[config.mk]
export PLATFORM = sky130hd
export DESIGN_NAME = ac_current_peak_to_peak_meter
export DESIGN_NICKNAME = d
export VERILOG_FILES = /design/src/rtl/core/acpp_pkg.sv /design/src/rtl/core/acpp_tracker.sv /design/src/rtl/core/acpp_scaler.sv /design/src/rtl/core/ac_current_peak_to_peak_meter.sv
export SDC_FILE = /design/constraint.sdc
export NUM_CORES = 1
export LEC_CHECK = 0
export ABC_AREA = 1
export BUFFER_PORTS_ARGS = -buffer_cell sky130_fd_sc_hd__buf_2
export CAP_MARGIN = 20
export CORE_MARGIN = 2
export CORE_UTILIZATION = 30
export CTS_CLUSTER_DIAMETER = 80
export DETAILED_ROUTE_END_ITERATION = 7
export HOLD_SLACK_MARGIN = 0.02
export PLACE_DENSITY = 0.52
export SYNTH_ARGS = -nofsm -noshare
export SYNTH_HDL_FRONTEND = slang
export SYNTH_HIERARCHICAL = 1
export SYNTH_SLANG_ARGS = --single-unit
[constraint.sdc]
create_clock -name i_clk -period 17.81 [get_ports i_clk]
set_input_delay 2.6715 -clock i_clk [delete_from_list [all_inputs] [get_ports i_clk]]
set_output_delay 2.6715 -clock i_clk [all_outputs]
set_load 0.02 [all_outputs]
[src/rtl/core/acpp_pkg.sv]
// Shared types and constants for the AC current peak-to-peak meter.
package acpp_pkg;

    localparam int WINDOWS_DEFAULT = 3;

    localparam int SAMPLE_W = 16;
    localparam int SWING_W  = 17;
    localparam int SUM_W    = 18;
    localparam int SCALE_W  = 16;
    localparam int CPW_W    = 6;
    localparam int DC_W     = 7;
    localparam int OUT_W    = 18;
    localparam int CFG_IDX_W  = 2;
    localparam int CFG_DATA_W = 16;

    localparam logic [CFG_IDX_W-1:0] CFG_CYCLES_PER_WINDOW = 2'd0;
    localparam logic [CFG_IDX_W-1:0] CFG_AMPS_SCALE        = 2'd1;

    localparam logic [CPW_W-1:0]   CPW_RESET   = 6'd4;
    localparam logic [SCALE_W-1:0] SCALE_RESET = 16'd7240;

    localparam logic OP_SAMPLE = 1'b0;
    localparam logic OP_ABORT  = 1'b1;

    typedef struct packed {
        logic                       operation;
        logic signed [SAMPLE_W-1:0] sample;
    } t_in;

    typedef struct packed {
        logic [OUT_W-1:0] current_milliamps;
        logic             read_ok;
    } t_out;

    // Finished measurement handed from the window tracker to the scaler.
    typedef struct packed {
        logic             ok;
        logic [SUM_W-1:0] sum;
    } t_meas;

endpackage

[src/rtl/core/acpp_tracker.sv]
// Window tracker: min/max, direction changes and the running swing sum.
module acpp_tracker
    import acpp_pkg::*;
#(
    parameter int WINDOWS = WINDOWS_DEFAULT
) (
    input  logic               i_clk,
    input  logic               i_rst_n,
    input  logic [CPW_W-1:0]   i_cycles_per_window,
    input  logic               i_in_valid,
    output logic               o_in_ready,
    input  t_in                i_in_data,
    output logic               o_meas_valid,
    input  logic               i_meas_ready,
    output t_meas              o_meas
);

    localparam int WD_W = $clog2(WINDOWS + 1);
    localparam logic [WD_W-1:0] WD_LAST = WD_W'(WINDOWS);
    localparam logic [SUM_W:0]  SUM_MAX = {1'b0, {SUM_W{1'b1}}};

    logic signed [SAMPLE_W-1:0] r_prev, n_prev;
    logic                       r_rising, n_rising;
    logic [DC_W-1:0]            r_dc, n_dc;
    logic signed [SAMPLE_W-1:0] r_low, n_low;
    logic signed [SAMPLE_W-1:0] r_high, n_high;
    logic [WD_W-1:0]            r_wd, n_wd;
    logic [SUM_W-1:0]           r_sum, n_sum;
    logic                       r_meas_valid, n_meas_valid;
    t_meas                      r_meas, n_meas;

    logic                       take;
    logic signed [SAMPLE_W-1:0] cur;
    logic                       up;
    logic [DC_W-1:0]            dc_inc;
    logic [DC_W-1:0]            needed;
    logic signed [SWING_W-1:0]  swing_s;
    logic [SUM_W:0]             sum_wide;
    logic [SUM_W-1:0]           sum_sat;
    logic [WD_W-1:0]            wd_inc;
    logic signed [SAMPLE_W-1:0] low_upd, high_upd;
    logic                       rising_upd;

    assign o_in_ready = !r_meas_valid || i_meas_ready;
    assign take       = i_in_valid && o_in_ready;
    assign cur        = i_in_data.sample;
    assign up         = r_prev < cur;

    assign needed = (i_cycles_per_window == '0) ? DC_W'(2) : {i_cycles_per_window, 1'b0};

    always_comb begin
        dc_inc     = r_dc;
        rising_upd = r_rising;
        if (up != r_rising) begin
            dc_inc     = r_dc + DC_W'(1);
            rising_upd = !r_rising;
        end
        low_upd  = r_low;
        high_upd = r_high;
        if (cur < r_low) begin
            low_upd = cur;
        end else if (cur > r_high) begin
            high_upd = cur;
        end
    end

    // High is never negative and low never positive, so the swing fits unsigned.
    assign swing_s  = SWING_W'(high_upd) - SWING_W'(low_upd);
    assign sum_wide = {1'b0, r_sum} + (SUM_W + 1)'(unsigned'(swing_s));
    assign sum_sat  = (sum_wide > SUM_MAX) ? {SUM_W{1'b1}} : sum_wide[SUM_W-1:0];
    assign wd_inc   = r_wd + WD_W'(1);

    always_comb begin
        n_prev       = r_prev;
        n_rising     = r_rising;
        n_dc         = r_dc;
        n_low        = r_low;
        n_high       = r_high;
        n_wd         = r_wd;
        n_sum        = r_sum;
        n_meas_valid = r_meas_valid && !i_meas_ready;
        n_meas       = r_meas;
        if (take) begin
            if (i_in_data.operation == OP_ABORT) begin
                n_prev       = '0;
                n_rising     = 1'b1;
                n_dc         = '0;
                n_low        = '0;
                n_high       = '0;
                n_wd         = '0;
                n_sum        = '0;
                n_meas_valid = 1'b1;
                n_meas.ok    = 1'b0;
                n_meas.sum   = '0;
            end else if (dc_inc >= needed) begin
                n_prev   = '0;
                n_rising = 1'b1;
                n_dc     = '0;
                n_low    = '0;
                n_high   = '0;
                if (wd_inc == WD_LAST) begin
                    n_wd         = '0;
                    n_sum        = '0;
                    n_meas_valid = 1'b1;
                    n_meas.ok    = 1'b1;
                    n_meas.sum   = sum_sat;
                end else begin
                    n_wd  = wd_inc;
                    n_sum = sum_sat;
                end
            end else begin
                n_prev   = cur;
                n_rising = rising_upd;
                n_dc     = dc_inc;
                n_low    = low_upd;
                n_high   = high_upd;
            end
        end
    end

    always_ff @(posedge i_clk) begin
        if (!i_rst_n) begin
            r_prev       <= '0;
            r_rising     <= 1'b1;
            r_dc         <= '0;
            r_low        <= '0;
            r_high       <= '0;
            r_wd         <= '0;
            r_sum        <= '0;
            r_meas_valid <= 1'b0;
        end else begin
            r_prev       <= n_prev;
            r_rising     <= n_rising;
            r_dc         <= n_dc;
            r_low        <= n_low;
            r_high       <= n_high;
            r_wd         <= n_wd;
            r_sum        <= n_sum;
            r_meas_valid <= n_meas_valid;
        end
    end

    always_ff @(posedge i_clk) begin
        r_meas <= n_meas;
    end

    assign o_meas_valid = r_meas_valid;
    assign o_meas       = r_meas;

endmodule

[src/rtl/core/acpp_scaler.sv]
// Scaler: multiplies the swing sum by the Q16 scale into the result register.
module acpp_scaler
    import acpp_pkg::*;
(
    input  logic               i_clk,
    input  logic               i_rst_n,
    input  logic [SCALE_W-1:0] i_amps_scale,
    input  logic               i_meas_valid,
    output logic               o_meas_ready,
    input  t_meas              i_meas,
    output logic               o_out_valid,
    input  logic               i_out_ready,
    output t_out               o_out_data
);

    logic                       r_valid, n_valid;
    t_out                       r_out, n_out;
    logic [SUM_W+SCALE_W-1:0]   prod;

    assign o_meas_ready = !r_valid || i_out_ready;
    assign prod         = (SUM_W + SCALE_W)'(i_meas.sum) * (SUM_W + SCALE_W)'(i_amps_scale);

    // The product shifted down by 16 always fits the 18-bit result.
    always_comb begin
        n_valid = r_valid && !i_out_ready;
        n_out   = r_out;
        if (i_meas_valid && o_meas_ready) begin
            n_valid                 = 1'b1;
            n_out.current_milliamps = prod[SUM_W+SCALE_W-1:SCALE_W];
            n_out.read_ok           = i_meas.ok;
        end
    end

    always_ff @(posedge i_clk) begin
        if (!i_rst_n) begin
            r_valid <= 1'b0;
        end else begin
            r_valid <= n_valid;
        end
    end

    always_ff @(posedge i_clk) begin
        r_out <= n_out;
    end

    assign o_out_valid = r_valid;
    assign o_out_data  = r_out;

endmodule

[src/rtl/core/ac_current_peak_to_peak_meter.sv]
// Top level of the AC current peak-to-peak meter: configuration and the two stages.
//
// Input channel (i_in_valid / o_in_ready / i_in_data): one transfer per converter
// sample or abort item. A sample updates the window minimum, maximum and the count
// of direction changes; a window closes once that count reaches twice the cycles
// per window, and after WINDOWS closed windows one result is produced. An abort
// clears all window state and produces a failure result with zero current.
// Output channel (o_out_valid / i_out_ready / o_out_data): one transfer per result.
// A result passes through the window tracker register and then the multiplier
// result register before it reaches the output.
// Throughput: one input transfer per cycle while o_in_ready is high, set by the
// tracker's state update; the scale multiply sits in its own stage after it.
// When the receiver stalls, the output register holds and the tracker register
// behind it still takes one more finished result; after that o_in_ready drops for
// every item, sample or abort, while both registers hold results and i_out_ready
// stays low.
// Reset (synchronous, active low) restores cycles_per_window to 4, amps_scale to
// 7240, clears all window state and empties both stages.
// Configuration writes are taken whenever i_cfg_we is high; index 0 is
// cycles_per_window (low 6 bits), index 1 is amps_scale, other indexes are ignored.
module ac_current_peak_to_peak_meter
    import acpp_pkg::*;
#(
    parameter int WINDOWS = WINDOWS_DEFAULT
) (
    input  logic                  i_clk,
    input  logic                  i_rst_n,
    input  logic                  i_cfg_we,
    input  logic [CFG_IDX_W-1:0]  i_cfg_index,
    input  logic [CFG_DATA_W-1:0] i_cfg_data,
    input  logic                  i_in_valid,
    output logic                  o_in_ready,
    input  t_in                   i_in_data,
    output logic                  o_out_valid,
    input  logic                  i_out_ready,
    output t_out                  o_out_data
);

    logic [CPW_W-1:0]   r_cpw, n_cpw;
    logic [SCALE_W-1:0] r_scale, n_scale;

    logic  meas_valid;
    logic  meas_ready;
    t_meas meas;

    // Configuration registers; only the low bits of the data are kept.
    always_comb begin
        n_cpw   = r_cpw;
        n_scale = r_scale;
        if (i_cfg_we) begin
            case (i_cfg_index)
                CFG_CYCLES_PER_WINDOW: n_cpw   = i_cfg_data[CPW_W-1:0];
                CFG_AMPS_SCALE:        n_scale = i_cfg_data[SCALE_W-1:0];
                default: begin
                end
            endcase
        end
    end

    always_ff @(posedge i_clk) begin
        if (!i_rst_n) begin
            r_cpw   <= CPW_RESET;
            r_scale <= SCALE_RESET;
        end else begin
            r_cpw   <= n_cpw;
            r_scale <= n_scale;
        end
    end

    // First stage: window tracking and the running sum of swings.
    acpp_tracker #(
        .WINDOWS (WINDOWS)
    ) u_tracker (
        .i_clk               (i_clk),
        .i_rst_n             (i_rst_n),
        .i_cycles_per_window (r_cpw),
        .i_in_valid          (i_in_valid),
        .o_in_ready          (o_in_ready),
        .i_in_data           (i_in_data),
        .o_meas_valid        (meas_valid),
        .i_meas_ready        (meas_ready),
        .o_meas              (meas)
    );

    // Second stage: conversion of the summed swing to milliamps.
    acpp_scaler u_scaler (
        .i_clk        (i_clk),
        .i_rst_n      (i_rst_n),
        .i_amps_scale (r_scale),
        .i_meas_valid (meas_valid),
        .o_meas_ready (meas_ready),
        .i_meas       (meas),
        .o_out_valid  (o_out_valid),
        .i_out_ready  (i_out_ready),
        .o_out_data   (o_out_data)
    );

endmodule

After elaboration in Yosys (flattened, before gate mapping)
Index checks and enable logic that the tools add are counted.
{ "classes": {"add_sub_neg": 4, "multipliers": 1, "div": 0, "order_cmp": 5, "eq_ne": 3, "shift": 0, "n_mux": 30, "n_bitwise": 0, "reduce_logical": 21} }
{ "ops": {"columns": ["op", "n"], "rows": [
  ["16-bit 2-to-1 mux", 9],
  ["18-bit 2-to-1 mux", 4],
  ["19-bit 2-to-1 mux", 2],
  ["18-bit by 16-bit multiplier with 34-bit output", 1],
  ["16-bit less-than comparator", 2],
  ["7-bit 2-to-1 mux", 4],
  ["18-bit by 17-bit adder with 19-bit output", 1],
  ["19-bit by 18-bit greater-than comparator with 1-bit output, second input constant", 1],
  ["16-bit by 16-bit subtractor with 17-bit output", 1],
  ["16-bit greater-than comparator", 1],
  ["1-bit 2-to-1 mux", 8],
  ["2-bit AND reduction", 4],
  ["7-bit by 1-bit adder with 7-bit output, second input constant", 1],
  ["7-bit greater-or-equal comparator", 1],
  ["6-bit zero test", 1],
  ["2-bit 2-to-1 mux", 3],
  ["1-bit zero test", 5],
  ["1-bit logical AND", 4],
  ["2-bit nonzero test", 2],
  ["3-bit AND reduction", 1],
  ["3-bit nonzero test", 1],
  ["2-bit by 1-bit adder with 2-bit output, second input constant", 1],
  ["2-bit by 1-bit == test with 1-bit output, second input constant", 1],
  ["2-bit == test, second input constant", 1],
  ["3 further kinds", 4]
]} }
{ "totals": {"register_bits": 138, "latch_bits": 0, "ram_bits": 0, "rom_bits": 0, "out_inout_bits": 21, "wordCells": 79, "mem_count": 0} }

Longest topological paths before layout
{ "depth": {"depth_word": 10, "depth_mapped": 44, "depth_no_buf": 42} }

Cells and area by module
The synthesis kept the hierarchy.
{ "by_module_without_submodules": {"columns": ["module", "n_inst", "cells_per_inst", "area_per_inst_um2"], "rows": [
  ["acpp_scaler", 1, 1409, 10493.8],
  ["acpp_tracker", 1, 1108, 7559.8],
  ["ac_current_peak_to_peak_meter", 1, 132, 939.7]
]} }

Worst setup path after synthesis
No wires, ideal clock.
{ "synth_timing": {"path_kind": "in2reg", "start": "in i_in_data[15] in the netlist's numbering", "end": "reg u_tracker.r_sum[0]", "setup_ns": 0.132, "arrival_ns": 7.313, "required_time_ns": 17.678, "path_slack_ns": 10.365, "stages": 38, "cell_sequence": "ha_1 nand2_1 inv_1 nand3_1 a21oi_1 nor2_1 nand2_1 nand2_1 nand2_1 nor2_4 buf_4 nand3_1 nand2_1 inv_1 ha_1 fa_1 nand3b_1 nand2_1 [2 not listed] a21boi_0 o21ai_1 nand3_1 nand2_1 xor2_1 ha_1 nand2_1 inv_1 nand3_1 nor2_1 a21oi_1 nand3_1 buf_2 or2_2 nand2_1 inv_1 nand3_1 a21oi_1"} }
{ "synth_via": {"elab_chain_cells": 10, "word_cells_on_any_way": 18, "classes_between": "2 x add/sub; 5 x order compare; 1 x eq/ne; 8 x mux; 2 x reduce/logical"} }
{ "synth_lines": {"columns": ["item", "line_no", "rtl"], "rows": [
  ["start: declaration", "ac_current_peak_to_peak_meter.sv:33", "input t_in i_in_data,"],
  ["16-bit greater-than comparator", "acpp_tracker.sv:62", "end else if (cur > r_high) begin"],
  ["16-bit 2-to-1 mux", "acpp_tracker.sv:62", null],
  ["16-bit 2-to-1 mux", "acpp_tracker.sv:60", "if (cur < r_low) begin"],
  ["16-bit by 16-bit subtractor with 17-bit output", "acpp_tracker.sv:68", "assign swing_s = SWING_W'(high_upd) - SWING_W'(low_upd);"],
  ["18-bit by 17-bit adder with 19-bit output", "acpp_tracker.sv:69", "assign sum_wide = {1'b0, r_sum} + (SUM_W + 1)'(unsigned'(swing_s));"],
  ["19-bit by 18-bit greater-than comparator with 1-bit output", "acpp_tracker.sv:70", "assign sum_sat = (sum_wide > SUM_MAX) ? {SUM_W{1'b1}} : sum_wide[SUM_W-1:0];"],
  ["18-bit 2-to-1 mux", "acpp_tracker.sv:70", null],
  ["18-bit 2-to-1 mux", "acpp_tracker.sv:101", "if (wd_inc == WD_LAST) begin"],
  ["18-bit 2-to-1 mux", "acpp_tracker.sv:95", "end else if (dc_inc >= needed) begin"],
  ["18-bit 2-to-1 mux", "acpp_tracker.sv:84", "if (i_in_data.operation == OP_ABORT) begin"],
  ["end signal: assignment", "acpp_tracker.sv:138", "r_sum <= n_sum;"],
  ["end: declaration", "acpp_tracker.sv:28", "logic [SUM_W-1:0] r_sum, n_sum;"]
]} }
Parallel ways exist; a longest one is shown, timed or not. The select of a mux whose other input is x is not followed.
A chain may end at the register's enable or synchronous reset.

Worst setup path after layout
{ "layout_timing": {"start": "in i_in_data[15] in the netlist's numbering", "end": "reg u_tracker.r_sum[2]"} }
Same word-level chain as after synthesis.

==> flow_metrics.env <==
export IMPL_post_cts_buffers=0
export IMPL_tritoncts_num_buffers=17
export IMPL_root_buffer="clkbuf_16"
export IMPL_track_usage_pct=15.9
export IMPL_hold_path_class="reg2reg"
export IMPL_synth_area_leader_cell="fa_1"
export IMPL_status="completed"
export IMPL_die_w_um=256
export IMPL_fin_nets=3070
export IMPL_synth_flop_cell="dfxtp_1"
export IMPL_dpl_hpwl_um=39000
export IMPL_dieArea_mm2=0.0653
export IMPL_ctsResizeCount=0
export IMPL_antenna_found_initial=4
export IMPL_drv_slew=0
export IMPL_drtPass1Iterations=5
export IMPL_worst_slew_pin_slew_ns=1.02
export IMPL_routed_wirelength_um=51000
export IMPL_syn_instance_count=2649
export IMPL_n_fill_cell=6945
export IMPL_crit_path_start_kind="input port"
export IMPL_antenna_left=0
export IMPL_ys_seq_area_share_pct=16.5
export IMPL_place_port_buffers=60
export IMPL_htreeDepth=4
export IMPL_crit_top_cell="nand2_1"
export IMPL_antenna_cells=0
export IMPL_synth_top_cells_by_area="fa_1 (24%), nand2_1 (15%), ha_1 (13%)"
export IMPL_final_common_cell="nand2_1"
export IMPL_dr_first_iter_drc_count=1029
export IMPL_clock_latency_ns=0.47
export IMPL_first_global_vias=16100
export IMPL_period_share_pct=46.6
export IMPL_rsz0062_at_grt="no"
export IMPL_critPathSlowestCell="nand2_1"
export IMPL_cts_hold_fix_buffers=0
export IMPL_relSlewSlack_pct=31.9
export IMPL_core_area_mm2=0.0629
export IMPL_synthArstFlopShare_pct=0
export IMPL_finalSetupViolations=0
export IMPL_cts_num_sinks=138
export IMPL_crit_path_end_kind="flop"
export IMPL_netlist_area_leader_share_pct=23.5
export IMPL_wl_per_cell_um=14.7
export IMPL_drcViolationCount=0
export IMPL_syn_to_final_growth_pct=7.67
export IMPL_finalWeightedCongestion=0.852
export IMPL_num_vias=15800
export IMPL_drive_above_1_share_pct=5.21
export IMPL_tns_ns=0
export IMPL_cts_max_path_buffers=2
export IMPL_crit_type="in2reg"
export IMPL_yosysUniqueCellTypes=46
export IMPL_yosysWarnings=6
export IMPL_synth_seq_cells=138
export IMPL_die_y_um=256
export IMPL_synth_edf_count=38
export IMPL_fin_skew_ns=0.0283
export IMPL_hold_viol=0
export IMPL_cap_violations=0
export IMPL_clkTransAtPathRegs_ns=0.09
export IMPL_cts_tree="done"
export IMPL_fin_util_pct=32.5
export IMPL_cp_max_fo=30
export IMPL_fmax_mhz=120
export IMPL_globalRouteOverflowTotal=0
export IMPL_slowest_delay_ns=0.49
export IMPL_timing_final_crit_period_ns=8.30
export IMPL_grt_max_degree=67
export IMPL_worst_ep_arrival_time_ns=8.67
export IMPL_syn_avg_cell_area_um2=7.17
export IMPL_fp_row_count=92
export IMPL_grt_pass1_wl_um=84400
export IMPL_io_pins=61
export IMPL_start_util_pct=30.2
export IMPL_cp_data_required_time_ns=18.18
export IMPL_vias_per_cell=4.54
export IMPL_final_cell_mix="nand2_1 (736), inv_1 (587), fa_1 (223), ha_1 (190), a21oi_1 (172)"
export IMPL_synth_fp_nets=3102
export IMPL_synth_area_mm2=0.0190
[cell usage after synthesis, types with 3 or more instances]
cell type / count
nand3b_1: 3
inv_1: 588
buf_2: 7
clkbuf_1: 83
fa_1: 223
buf_4: 10
o21bai_1: 5
nand3_1: 93
nand4_1: 71
ha_1: 190
o21ai_0: 55
or2_2: 5
edfxtp_1: 38
nand3_2: 3
nand2_4: 5
xor2_1: 23
nand2_1: 737
dfxtp_1: 100
a21o_1: 6
nor3_1: 13
o21ai_1: 4
a21oi_1: 174
buf_6: 9
nand2_2: 7
nor2_1: 149
xnor2_1: 10
buf_1: 10
[sequential cells by signal, summed over array words and instances (netlist names)]
register                flops
r_scale                    16
u_tracker/r_high           16
u_tracker/r_low            16
u_scaler/o_out_data        19
u_tracker/r_prev           16
u_tracker/o_meas_valid      1
u_tracker/r_rising          1
u_scaler/o_out_valid        1
u_tracker/r_dc              7
u_tracker/r_sum            18
u_tracker/o_meas           19
u_tracker/r_wd              2
r_cpw                       6
[path summary, 6_finish.rpt]
check	from	to	slack, ns	cells past startpoint
max reg2reg	u_tracker/r_low[15]$_SDFFE_PN0P_	u_tracker/r_sum[2]$_SDFFE_PN0P_	11.50	33
min reg2reg	u_tracker/o_meas[18]$_SDFFCE_PP0P_	u_scaler/o_out_data[0]$_DFFE_PP_	0.40	0
min	u_tracker/o_meas[18]$_SDFFCE_PP0P_	u_scaler/o_out_data[0]$_DFFE_PP_	0.40	0
max	i_in_data[15]	u_tracker/r_sum[2]$_SDFFE_PN0P_	9.51	33
[cell type report]
class | count | area, µm² | area share [%]
clock buffers | 17 | 425 | 2.08
inverters | 591 | 2220 | 10.8
repair buffers | 70 | 375 | 1.84
well taps | 846 | 1060 | 5.18
clock inverters | 15 | 156 | 0.765
multi-input cells | 1799 | 13100 | 63.9
flip-flops and latches | 138 | 3140 | 15.4
[per-stage QoR]
step / worst slack (ns) / hold WS, ns / std cells / cell area, µm²
after floorplan: 10.37 / 0.400 / 2649 / 19000
after global placement: 9.08 / 0.406 / 3444 / 19900
after detailed placement: 9.05 / 0.406 / 3444 / 19900
after CTS: 9.52 / 0.403 / 3476 / 20500
after global routing: 8.62 / 0.430 / 3476 / 20500
final: 9.51 / 0.401 / 3476 / 20500
[critical path: cells and delay by family]
kind / cells / cell delay (ns)
adder cells (fa/ha/maj): 3 / 1.06
buffers and inverters: 5 / 0.67
XOR/XNOR: 1 / 0.15
AND/OR/NAND/NOR: 14 / 2.07
AO/OA/AOI/OAI: 10 / 2.04
[layer usage]
metal	GRT usage [%]	share of wire (%)	vias to the layer above
li1	-	-	7992
met1	21.0	48	7443
met2	27.4	47	300
met3	2.84	4.6	40
met4	2.53	0.95	8
met5	0	0.11	-
[kinds of logic after synthesis]
kind of cell / Yosys count / share of synthesized area (%)
buffers and inverters: 712 / 14.7
AND/OR/NAND/NOR: 1094 / 24.0
AO/OA/AOI/OAI: 259 / 7.18
flip-flops: 138 / 16.5
adder cells (fa/ha/maj): 413 / 36.0
XOR/XNOR: 33 / 1.52
Power is not shown: default switching activity piles up to over one toggle a cycle in this logic, so the estimate is an artifact.
